<file path="src/design/ffdl_pkg.sv">
// Shared types, codes and control word layout for the flanger delay line.
package ffdl_pkg;

  localparam int SAMP_W  = 16;
  localparam int DELAY_W = 18;
  localparam int ACC_W   = 36;
  localparam int OP1_W   = 17;
  localparam int OP2_W   = 18;

  localparam logic signed [SAMP_W-1:0] FB_LIMIT = 16'sd31129;
  localparam logic [SAMP_W:0]          MIX_ONE  = 17'd32768;
  localparam int                       DMIN     = 256;

  typedef enum logic [0:0] {
    REG_FEEDBACK_GAIN = 1'b0,
    REG_MIX_LEVEL     = 1'b1
  } cfg_reg_t;

  // microprogram step addresses
  typedef enum logic [3:0] {
    ST_IDLE  = 4'd0,
    ST_CLAMP = 4'd1,
    ST_POS   = 4'd2,
    ST_RDA   = 4'd3,
    ST_RDB   = 4'd4,
    ST_MACB  = 4'd5,
    ST_FB    = 4'd6,
    ST_STORE = 4'd7,
    ST_MIX   = 4'd8,
    ST_OUT   = 4'd9
  } step_t;

  // jump conditions
  typedef enum logic [1:0] {
    JC_ALWAYS,   // go to target
    JC_IN,       // go to target once a request is taken, else hold
    JC_OUT       // go to target once the output register is free, else hold
  } jc_t;

  typedef enum logic [1:0] {
    RD_NONE,
    RD_BASE,
    RD_NEXT
  } rd_t;

  typedef enum logic [1:0] {
    RND_0,
    RND_128,
    RND_16K
  } rnd_t;

  typedef enum logic [1:0] {
    OP1_RAM,      // memory read data, zero if entry never written
    OP1_ACC_DLY,  // acc >>> 8 (interpolated sample)
    OP1_DLY,      // latched delayed sample
    OP1_X         // input sample
  } op1_t;

  typedef enum logic [2:0] {
    OP2_INVF,
    OP2_FRAC,
    OP2_FB,
    OP2_DRY,
    OP2_WET
  } op2_t;

  typedef struct packed {
    jc_t   jc;
    step_t tgt;
    logic  ld_dc;
    logic  ld_pos;
    rd_t   rd;
    logic  mac;
    logic  acc_clr;
    rnd_t  rnd;
    op1_t  op1;
    op2_t  op2;
    logic  ld_dly;
    logic  wr_mem;
    logic  ld_out;
  } ctl_word_t;

  localparam ctl_word_t CTL_NOP = '{
    jc: JC_ALWAYS, tgt: ST_IDLE, ld_dc: 1'b0, ld_pos: 1'b0, rd: RD_NONE,
    mac: 1'b0, acc_clr: 1'b0, rnd: RND_0, op1: OP1_RAM, op2: OP2_INVF,
    ld_dly: 1'b0, wr_mem: 1'b0, ld_out: 1'b0
  };

endpackage

</file>
<file path="src/design/ffdl_seq.sv">
// Microprogram sequencer: step counter, control ROM and conditional jumps.
module ffdl_seq (
  input  logic                clk,
  input  logic                rst,
  input  logic                in_valid,
  input  logic                out_busy,
  output ffdl_pkg::ctl_word_t ctl
);

  ffdl_pkg::step_t step, step_next;

  always_comb begin
    ctl = ffdl_pkg::CTL_NOP;
    case (step)
      ffdl_pkg::ST_IDLE: begin
        ctl.jc  = ffdl_pkg::JC_IN;
        ctl.tgt = ffdl_pkg::ST_CLAMP;
      end
      ffdl_pkg::ST_CLAMP: begin
        ctl.tgt   = ffdl_pkg::ST_POS;
        ctl.ld_dc = 1'b1;
      end
      ffdl_pkg::ST_POS: begin
        ctl.tgt    = ffdl_pkg::ST_RDA;
        ctl.ld_pos = 1'b1;
      end
      ffdl_pkg::ST_RDA: begin
        ctl.tgt = ffdl_pkg::ST_RDB;
        ctl.rd  = ffdl_pkg::RD_BASE;
      end
      ffdl_pkg::ST_RDB: begin
        ctl.tgt     = ffdl_pkg::ST_MACB;
        ctl.rd      = ffdl_pkg::RD_NEXT;
        ctl.mac     = 1'b1;
        ctl.acc_clr = 1'b1;
        ctl.rnd     = ffdl_pkg::RND_128;
        ctl.op1     = ffdl_pkg::OP1_RAM;
        ctl.op2     = ffdl_pkg::OP2_INVF;
      end
      ffdl_pkg::ST_MACB: begin
        ctl.tgt = ffdl_pkg::ST_FB;
        ctl.mac = 1'b1;
        ctl.op1 = ffdl_pkg::OP1_RAM;
        ctl.op2 = ffdl_pkg::OP2_FRAC;
      end
      ffdl_pkg::ST_FB: begin
        ctl.tgt     = ffdl_pkg::ST_STORE;
        ctl.ld_dly  = 1'b1;
        ctl.mac     = 1'b1;
        ctl.acc_clr = 1'b1;
        ctl.rnd     = ffdl_pkg::RND_16K;
        ctl.op1     = ffdl_pkg::OP1_ACC_DLY;
        ctl.op2     = ffdl_pkg::OP2_FB;
      end
      ffdl_pkg::ST_STORE: begin
        ctl.tgt     = ffdl_pkg::ST_MIX;
        ctl.wr_mem  = 1'b1;
        ctl.mac     = 1'b1;
        ctl.acc_clr = 1'b1;
        ctl.rnd     = ffdl_pkg::RND_16K;
        ctl.op1     = ffdl_pkg::OP1_X;
        ctl.op2     = ffdl_pkg::OP2_DRY;
      end
      ffdl_pkg::ST_MIX: begin
        ctl.tgt = ffdl_pkg::ST_OUT;
        ctl.mac = 1'b1;
        ctl.op1 = ffdl_pkg::OP1_DLY;
        ctl.op2 = ffdl_pkg::OP2_WET;
      end
      ffdl_pkg::ST_OUT: begin
        ctl.jc     = ffdl_pkg::JC_OUT;
        ctl.tgt    = ffdl_pkg::ST_IDLE;
        ctl.ld_out = 1'b1;
      end
      default: begin
        ctl.tgt = ffdl_pkg::ST_IDLE;
      end
    endcase
  end

  always_comb begin
    step_next = step;
    case (ctl.jc)
      ffdl_pkg::JC_ALWAYS: step_next = ctl.tgt;
      ffdl_pkg::JC_IN:     if (in_valid) step_next = ctl.tgt;
      ffdl_pkg::JC_OUT:    if (!out_busy) step_next = ctl.tgt;
      default:             step_next = ffdl_pkg::ST_IDLE;
    endcase
  end

  always_ff @(posedge clk) begin
    if (rst) begin
      step <= ffdl_pkg::ST_IDLE;
    end else begin
      step <= step_next;
    end
  end

endmodule

</file>
<file path="config.mk">
export PLATFORM = sky130hd
export DESIGN_NAME = ffdl_seq
export DESIGN_NICKNAME = d
export VERILOG_FILES = /design/src/design/ffdl_pkg.sv /design/src/design/ffdl_seq.sv
export SDC_FILE = /design/constraint.sdc
export NUM_CORES = 1
export LEC_CHECK = 0
export ABC_AREA = 1
export BUFFER_PORTS_ARGS = -buffer_cell sky130_fd_sc_hd__clkbuf_2
export CORE_AREA = 2 2 39 41
export CTS_CLUSTER_DIAMETER = 120
export DETAILED_ROUTE_END_ITERATION = 10
export DIE_AREA = 0 0 41 43
export SETUP_SLACK_MARGIN = 0.02
export SLEW_MARGIN = 20
export SYNTH_ARGS = -nofsm -noshare
export SYNTH_HDL_FRONTEND = slang
export SYNTH_SLANG_ARGS = --single-unit
</file>
<file path="constraint.sdc">
create_clock -name clk -period 1.5 [get_ports clk]
set_input_delay 0.3 -clock clk [delete_from_list [all_inputs] [get_ports clk]]
set_output_delay 0.3 -clock clk [all_outputs]
set_load 0.1 [all_outputs]
</file>
Word-level counts from Yosys, hierarchy flattened
Cells that the tools add are included.

Muxes and demuxes: 14. Reductions and logical operators: 5. Equal/unequal tests: 13.

Operators by type and width (number): case mux 4 bit (9 select lines) (1); case mux 5 bit (4 select lines) (1); equality test 4 x 3 -> 1 bit, second input constant (4); case mux 4 bit (3 select lines) (1); equality test 4 x 2 -> 1 bit, second input constant (2); equality test 4 bit, second input constant (2); two-way mux 4 bit (2); case mux 2 bit (2 select lines) (2); two-way mux 1 bit (6); case mux 3 bit (2 select lines) (1); OR reduction 5 bit (1); equality test 4 x 1 -> 1 bit, second input constant (1); logical NOT 4 bit (1); inequality test 2 bit, second input constant (2); equality test 2 x 1 -> 1 bit, second input constant (1); equality test 2 bit, second input constant (1); logical NOT 2 bit (1); AND reduction 2 bit (1); OR reduction 2 bit (1).

Register bits after elaboration: 4. Word-level logic and storage cells: 33.

Logic depth before layout (Yosys ltp)
Gate-level depths: netlist of the first run.

Depth in word-level cells: 5. Mapped depth: 6.

Worst setup path before layout of the first run
No wires, ideal clock.

Path type: register to output. From: reg step[0]. To: out ctl[11] in the netlist's numbering. Stages on the path, launching flop included: 4. Data arrival time: 2705 ps. Buffers on the path: 0. Slack: -1505 ps. Cell sequence: dfxtp_1 > nor2_2 > inv_2 > o21ai_0.

RTL lines: from (decl) (line ffdl_seq.sv:10) `ffdl_pkg::step_t step, step_next;`; from (signal assigned) (line ffdl_seq.sv:93) `step <= ffdl_pkg::ST_IDLE;`; from (signal assigned) (line ffdl_seq.sv:95) `step <= step_next;`; to (decl) (line ffdl_seq.sv:7) `output ffdl_pkg::ctl_word_t ctl`.

==> reports/metrics.yaml, run 1 <==
drtIter0Drc: 8
vias_per_cell: 4.54
setup_viol: 19
gr-total-overflow: 0
place_hpwl_microns: 1000
drt-wirelength-per-cell_microns: 13.9
finalCritPeriodShare: 1.09
die_w_microns: 41
areaGrowthSynthToFinish_pct: 247
placedCellCount: 99
insertion_delay_ns: 0.24
fmax_ghz: 0.614
yosysWarnings: 0
finalClockSkew_ns: 0.00531
io_pins: 26
final_common_cell: "buf_12"
core_sq_um: 1380
rsz0062_at_grt: "true"
ant_nets: 0
maxSlewHeadroom: 0.784
drc: 0
layout-drive-gt1-share: 0.848
end_kind: "primary output"
die_h_microns: 43
dieArea_sq_um: 1760
routabilityCongestion: 0.859
stdcell_count: 115
post-place-ws_ns: 0.0732
grt_pass1_vias: 553
top_regs: "step x4"
ys_seq_area_frac: 0.238
critPathArrivalTime_ns: 1.33
synth_top_cells_by_area: "dfxtp_1 24%, nor2_1 17%, inv_1 14%"
regMostFlops: "step"
final_hold_viol_count: 0
ir_drop_uv: 877
synthDistinctLibCells: 16
fin_nets: 104
tightest_slew_ns: 0.323
layout_common_cells: "23 x buf_12, 15 x nor2_4, 12 x buf_4, 5 x inv_1"
tns_ns: -1.14
clockRootBuffer: "clkbuf_4"
fin_total_pwr_uw: 1140
antenna_found_initial: 0
critPathRequiredTime_ns: 1.20
grt_pass1_wl_microns: 2670
slew_viol_final: 0
worstSetupPathType: "reg2out"
largest_register_ffs: 4
power_density_nw_per_um2: 973
postSynthNetCount: 61
clock_sinks: 4
crit_fanout: 5
fin_crit_ns: 1.63
synthCells: 57
synth_seq_cells: 4
violations: "setup timing"
post-route-util: 0.844
start_kind: "flop"
track_usage: 0.230
syn_avg_cell_area_sq_um: 5.90
setup_ws_ns: -0.129
hold_class: "in2reg"
p_leak_uw: 0.000466
netlist.area_leader.share: 0.238
start_util: 0.243
cts_tree: "done"
place.port_buffers: 25
drv_cap: 0
routed_wl_microns: 1600
drt_pass1_iterations: 4
cts.clk_slew.worst_paths_ns: 0.05
row_count: 14
clockBufferDepth: 2
vias: 522
status: "complete, but fails checks"
yosysTopAreaCell: "dfxtp_1"
numCtsBuffers: 3
netlist_area_sq_um: 337
htreeDepth: 1
grt_max_degree: 6
antenna_cells: 0
kinds of logic after synthesis:
group | Yosys count | synth area share
buf+inv | 18 | 0.234
compound gates | 4 | 0.0706
simple gates | 31 | 0.457
flops | 4 | 0.238
final timing paths:
path                start  endpoint  slack [ns]  cells after the start
setup / recovery  step[0]   ctl[16]       -0.13                      5
hold / removal        rst   step[3]        0.27                      2
setup reg to reg  step[1]   step[3]        0.35                      6
hold reg to reg   step[2]   step[3]        0.68                      3
critical path: stages (launching register included):
cell and delay (ns):
dfxtp_4 0.40, nor2_4 0.06, buf_4 0.13, a21oi_1 0.19, inv_1 0.12, buf_12 0.18
layer usage:
metal	share of wire	GRT usage	up-vias
li1	-	-	249
met1	0.33	0.241	250
met2	0.61	0.409	18
met3	0.041	0.0471	5
met4	0.014	0.0933	0
met5	0	0	-
synth_stat cells:
cell type  count
nor2_1        15
inv_1         13
dfxtp_1        4
nor2_2         4
buf_4          3
nand2_1        3
a21oi_1        2
inv_2          2
nand2_2        2
nand3_1        2
nor3_1         2
a21oi_2        1
nand3_2        1
nand3b_1       1
nor2_4         1
o21ai_0        1
stage by stage:
step	cell area, sq um	hold slack, ns
CTS	1120	0.258
finish	1170	0.273
global route	1170	0.266
detailed placement	973	0.517
floorplan	503	0.362
global placement	973	0.524
repair_timing:
action | CTS | global route
buffers inserted | 10 | 2
endpoints found under the setup margin | 22 | 22
pin swaps | 11 | 7
hold buffers | 0 | 0
resized for setup | 17 | 7
where the power goes:
group / total (uW) / switching, uW / internal (uW) / leakage (uW)
sequential: 148 / 29.5 / 119 / 0.0000356
combinational: 832 / 540 / 292 / 0.000416
clock: 157 / 56.0 / 101 / 0.0000150
total: 1140 / 626 / 511 / 0.000466
layout make-up:
class | instances | area [sq um]
clock buffer | 4 | 26.3
fill | 68 | 215
inverter | 15 | 88.8
multi-input combinational | 35 | 339
sequential | 4 | 95.1
tap | 16 | 20.0
timing repair buffer | 41 | 599
(Power assumes the default switching activity.)
==> run 2: changes to the inputs <==
Clock period 1.5 ns to 1.8 ns, I/O delays scaled along.
==> reports/metrics.yaml, run 2 (synthesis results as in run 1) <==
critPathRequiredTime_ns: 1.44  # +0.24 ns
drc: 0  # unchanged
critPathArrivalTime_ns: 1.35  # +0.02 ns
crit_chain: "inv_1 -> nand2_4 -> nor2_4 -> nor2_4 -> clkinvlp_4 -> buf_12"
regMostFlops: "step"
die_w_microns: 41  # unchanged
p_int_uw: 365  # -29%
ant_nets: 0  # unchanged
switchingPower_uw: 465  # -26%
finalClockSkew_ns: 0.00430  # -0.00100 ns
insertion_delay_ns: 0.24  # about the same
setup_viol: 0  # -19
worstSetupPathType: "reg2out"
tns_ns: 0  # +1.14 ns
antenna_cells: 0  # unchanged
slew_viol_final: 0  # unchanged
power_frac_comb: 0.704  # -0.028
maxSlewHeadroom: 0.816  # +0.0320
start_kind: "flop"
grt_use_met1: 0.161  # -0.0799
end_kind: "primary output"
cpMaxStageDelayCell: "dfxtp_4"
hold_class: "in2reg"
cts.clk_slew.worst_paths_ns: 0.04  # about the same
clockBufferDepth: 2  # unchanged
critPathMaxStageDelay_ns: 0.38  # -0.02 ns
top_regs: "step x4"
place_area_sq_um: 855  # -12%
routabilityCongestion: 0.806  # -6.2%
die_h_microns: 43  # unchanged
areaGrowthSynthToFinish_pct: 178
rsz0062_at_grt: "false"
clock_sinks: 4  # unchanged
grt_max_degree: 10  # +4
vias_per_cell: 4.41  # -2.8%
drt_pass1_iterations: 4  # unchanged
fmax_ghz: 0.585
row_count: 14  # unchanged
busiest_layer: "met2"
grt_pass1_vias: 387  # -30%
antenna_found_initial: 0  # unchanged
postCtsHoldBufs: 0  # unchanged
grt_pass1_wl_microns: 1660  # -38%
met2_usage: 0.216  # -0.194
power_density_nw_per_um2: 887  # -8.8%
sw_frac_of_total: 0.560  # +0.0100
final_hold_viol_count: 0  # unchanged
stdcell_count: 102  # -11%
start_util: 0.243  # unchanged
placedCellCount: 95  # -4.0%
dieArea_sq_um: 1760  # unchanged
fillers: 109  # +60%
seqPwrFrac: 0.145  # +0.014
clockRootBuffer: "clkbuf_4"
core_sq_um: 1380  # unchanged
drt-wirelength-per-cell_microns: 10.2  # -27%
drv_cap: 0  # unchanged
fin_nets: 91  # -13%
path_delay_family: "buffers and inverters"
fin_crit_ns: 1.71
cp_common_cell: "nor2_4"
cts_tree: "done"
post-route-cell-area_sq_um: 936  # -20%
place_hpwl_microns: 806  # -20%
vias: 450  # -14%
largest_register_ffs: 4  # unchanged
ir_drop_uv: 629  # -28%
status: "finished, final reports clean"
final_common_cell: "buf_12"
layout-drive-gt1-share: 0.756  # -0.0927
crit_fanout: 4  # -1
numCtsBuffers: 3  # unchanged
routed_wl_microns: 1040  # -35%
place.port_buffers: 25  # unchanged
track_usage: 0.139  # -0.0912
tightest_slew_ns: 0.278  # -0.0453 ns
finalCritPeriodShare: 0.950
drtIter0Drc: 2  # -6
gr-usage-met3: 0.0209  # -0.0262
pwr-share-clk: 0.151  # +0.013
htreeDepth: 1  # unchanged
p_leak_uw: 0.000383  # -18%
path_buf_inv: 3  # unchanged
gr-total-overflow: 0  # unchanged
layout_common_cells: "19 x buf_12, 10 x nor2_4, 8 x inv_1, 6 x nor2_1, 6 x buf_4"
io_pins: 26  # unchanged
-- run 2: cell count changes in the layout (fill, tap and decap cells not counted), sizes merged --
cell	previous run	this run
clkinvlp	4	3
inv	10	12
clkinv	1	0
buf	38	25
-- run 2: power by group through the flow --
stage | Sequential (uW) | Combinational (uW) | Clock, uW
after floorplan | 120 | 396 | 0
after global placement | 122 | 568 | 0
after detailed placement | 123 | 572 | 0
after CTS | 123 | 577 | 132
after global routing | 122 | 607 | 142
final | 120 | 584 | 126
-- run 2: final timing paths --
check          start  endpoint  slack (ns)  cells after the start
max          step[2]   ctl[19]        0.09                      6
min              rst   step[3]        0.32                      2
max reg2reg  step[0]   step[3]        0.77                      5
min reg2reg  step[2]   step[3]        0.62                      3
-- run 2: what timing repair did --
item / 4_1_cts / 5_1_grt
setup endpoints to repair: 2 / 3
buffers inserted: 0 / 3
pin swaps: 0 / 2
gates resized for setup: 3 / 7
-- run 2: stage by stage --
step | power (uW) | util | hold WS, ns | setup WS (ns)
after global placement | 690 | 0.618 | 0.578 | 0.257
after global routing | 870 | 0.676 | 0.316 | 0.0237
final | 830 | 0.676 | 0.323 | 0.0903
after CTS | 833 | 0.646 | 0.330 | 0.0337
after floorplan | 516 | - | 0.422 | -0.343
after detailed placement | 696 | 0.618 | 0.582 | 0.217
-- run 2: final cells by class --
cell class                 instances  area (sq um)  share of cell area
clock buffer                       4          26.3              0.0281
sequential                         4          95.1               0.102
timing repair buffer              28           440               0.471
tap                               16          20.0              0.0214
multi-input combinational         35           284               0.303
inverter                          15          70.1              0.0749
-- run 2: per-layer routing --
layer	part of all wire	up-vias
li1	-	222
met5	0	-
met4	0.021	0
met3	0.066	3
met1	0.35	204
met2	0.56	21
==> run 3: changes to the inputs <==
--- a/config.mk
+++ b/config.mk
@@ -7,5 +7,5 @@
 export LEC_CHECK = 0
 export ABC_AREA = 1
-export BUFFER_PORTS_ARGS = -buffer_cell sky130_fd_sc_hd__clkbuf_2
+export BUFFER_PORTS_ARGS = -buffer_cell sky130_fd_sc_hd__buf_2
 export CORE_AREA = 2 2 39 41
 export CTS_CLUSTER_DIAMETER = 120
==> constraint.sdc (replaced) <==
create_clock -name clk -period 1.9 [get_ports clk]
set_input_delay 0.38 -clock clk [delete_from_list [all_inputs] [get_ports clk]]
set_output_delay 0.38 -clock clk [all_outputs]
set_load 0.05 [all_outputs]
==> reports/metrics.yaml, run 3 (synthesis results as in run 1) <==
status: "finished, final reports clean"
fmax_ghz: 0.569
critPathArrivalTime_ns: 1.38  # +0.03 ns
path_delay_family: "buffers and inverters"
htreeDepth: 1  # unchanged
sw_frac_of_total: 0.528  # -0.0322
post-place-ws_ns: 0.379  # +0.161 ns
cts_tree: "done"
drt_pass1_iterations: 3  # -1
row_count: 14  # unchanged
p_int_uw: 215  # -41%
place_area_sq_um: 467  # -45%
setup_ws_ns: 0.142  # +0.0514 ns
ir_drop_uv: 280  # -55%
critPathRequiredTime_ns: 1.52  # +0.08 ns
finalCritPeriodShare: 0.925
grt_max_degree: 10  # unchanged
post-route-cell-area_sq_um: 489  # -48%
final_hold_viol_count: 0  # unchanged
switchingPower_uw: 241  # -48%
largest_register_ffs: 4  # unchanged
routabilityCongestion: 0.704  # -13%
drv_cap: 0  # unchanged
crit_chain: "nor2_2 -> inv_2 -> nor2_2 -> nor2_2 -> inv_1 -> buf_2"
clock_sinks: 4  # unchanged
antenna_found_initial: 0  # unchanged
hold_class: "in2reg"
fin_crit_ns: 1.76
cpMaxStageDelayCell: "dfxtp_1"
core_sq_um: 1380  # unchanged
vias_per_cell: 4.07  # -7.7%
grt_pass1_wl_microns: 1130  # -32%
cts.clk_slew.worst_paths_ns: 0.03  # about the same
vias: 399  # -11%
maxSlewHeadroom: 0.806  # -0.00963
post-route-util: 0.354  # -0.323
tightest_slew_ns: 0.290  # +0.0118 ns
end_kind: "primary output"
place.port_buffers: 25  # unchanged
cp_common_cell: "nor2_2"
postCtsHoldBufs: 0  # unchanged
fillers: 170  # +56%
cts_setup_buffers: 0  # unchanged
drc: 0  # unchanged
layout-drive-gt1-share: 0.512  # -0.244
antenna_cells: 0  # unchanged
layout_common_cells: "25 x buf_2, 13 x inv_1, 12 x nor2_1, 7 x nor2_2, 4 x dfxtp_1"
worstSetupPathType: "reg2out"
rsz0062_at_grt: "false"
start_util: 0.243  # unchanged
pwr-share-clk: 0.220  # +0.069
routed_wl_microns: 827  # -20%
areaGrowthSynthToFinish_pct: 45.4
io_pins: 26  # unchanged
path_buf_inv: 3  # unchanged
critPathMaxStageDelay_ns: 0.38  # about the same
die_w_microns: 41  # unchanged
grt_pass1_vias: 298  # -23%
slew_viol_final: 0  # unchanged
finalClockSkew_ns: 0.00315  # -0.00115 ns
cts_resized: 0  # -3
setup_viol: 0  # unchanged
clockBufferDepth: 2  # unchanged
power_density_nw_per_um2: 933  # +5.1%
start_kind: "flop"
die_h_microns: 43  # unchanged
drt-wirelength-per-cell_microns: 8.44  # -17%
p_leak_uw: 0.000313  # -18%
seqPwrFrac: 0.240  # +0.095
ant_nets: 0  # unchanged
dieArea_sq_um: 1760  # unchanged
track_usage: 0.100  # -0.0383
drtIter0Drc: 5  # +3
crit_fanout: 7  # +3
fin_nets: 88  # -3.3%
place_hpwl_microns: 729  # -9.6%
numCtsBuffers: 3  # unchanged
gr-total-overflow: 0  # unchanged
final_common_cell: "buf_2"
regMostFlops: "step"
insertion_delay_ns: 0.23  # about the same
clockRootBuffer: "clkbuf_4"
power_frac_comb: 0.540  # -0.164
top_regs: "step x4"
-- run 3: stage by stage --
stage / TNS (ns) / std cells / hold WS (ns) / total power, uW
after CTS: 0 / 98 / 0.369 / 464
after floorplan: -0.284 / 57 / 0.442 / 310
after global routing: 0 / 98 / 0.371 / 487
after detailed placement: 0 / 95 / 0.608 / 359
after global placement: 0 / 95 / 0.618 / 358
final: 0 / 98 / 0.370 / 456
-- run 3: cell type report --
class | count | area, sq um | share of cell area
multi-input combinational | 35 | 185 | 0.379
timing repair buffer | 25 | 125 | 0.256
sequential | 4 | 80.1 | 0.164
inverter | 15 | 56.3 | 0.115
clock buffer | 3 | 22.5 | 0.0460
tap | 16 | 20.0 | 0.0409
-- run 3: worst paths after layout --
kind	endpoint	startpoint	depth (start not counted)	slack (ns)
worst max-delay path	ctl[19]	step[0]	6	0.14
worst min-delay path	step[3]	rst	2	0.37
worst max register to register	step[3]	step[0]	5	0.83
worst min register to register	step[0]	step[3]	5	0.64
-- run 3: per-layer routing --
layer	GRT usage	wire length, microns	part of all wire	vias up
li1	-	-	-	215
met1	0.0900	342	0.41	166
met2	0.159	391	0.47	18
met3	0.0471	93	0.11	0
met4	0.0800	0	0	0
met5	0	0	0	-
-- run 3: power by group through the flow --
stage | clock network, uW | registers (uW) | logic, uW
floorplan | 0 | 108 | 203
global placement | 0 | 110 | 248
detailed placement | 0 | 111 | 249
CTS | 106 | 109 | 249
global route | 111 | 111 | 266
finish | 100 | 109 | 247
-- run 3: worst reg2reg max path, cell delays in order, from the launching register on --
cell and delay (ns):
dfxtp_1 0.48, nor2_2 0.11, inv_2 0.12, nor2_2 0.05, nor2_2 0.14, a21oi_2 0.07
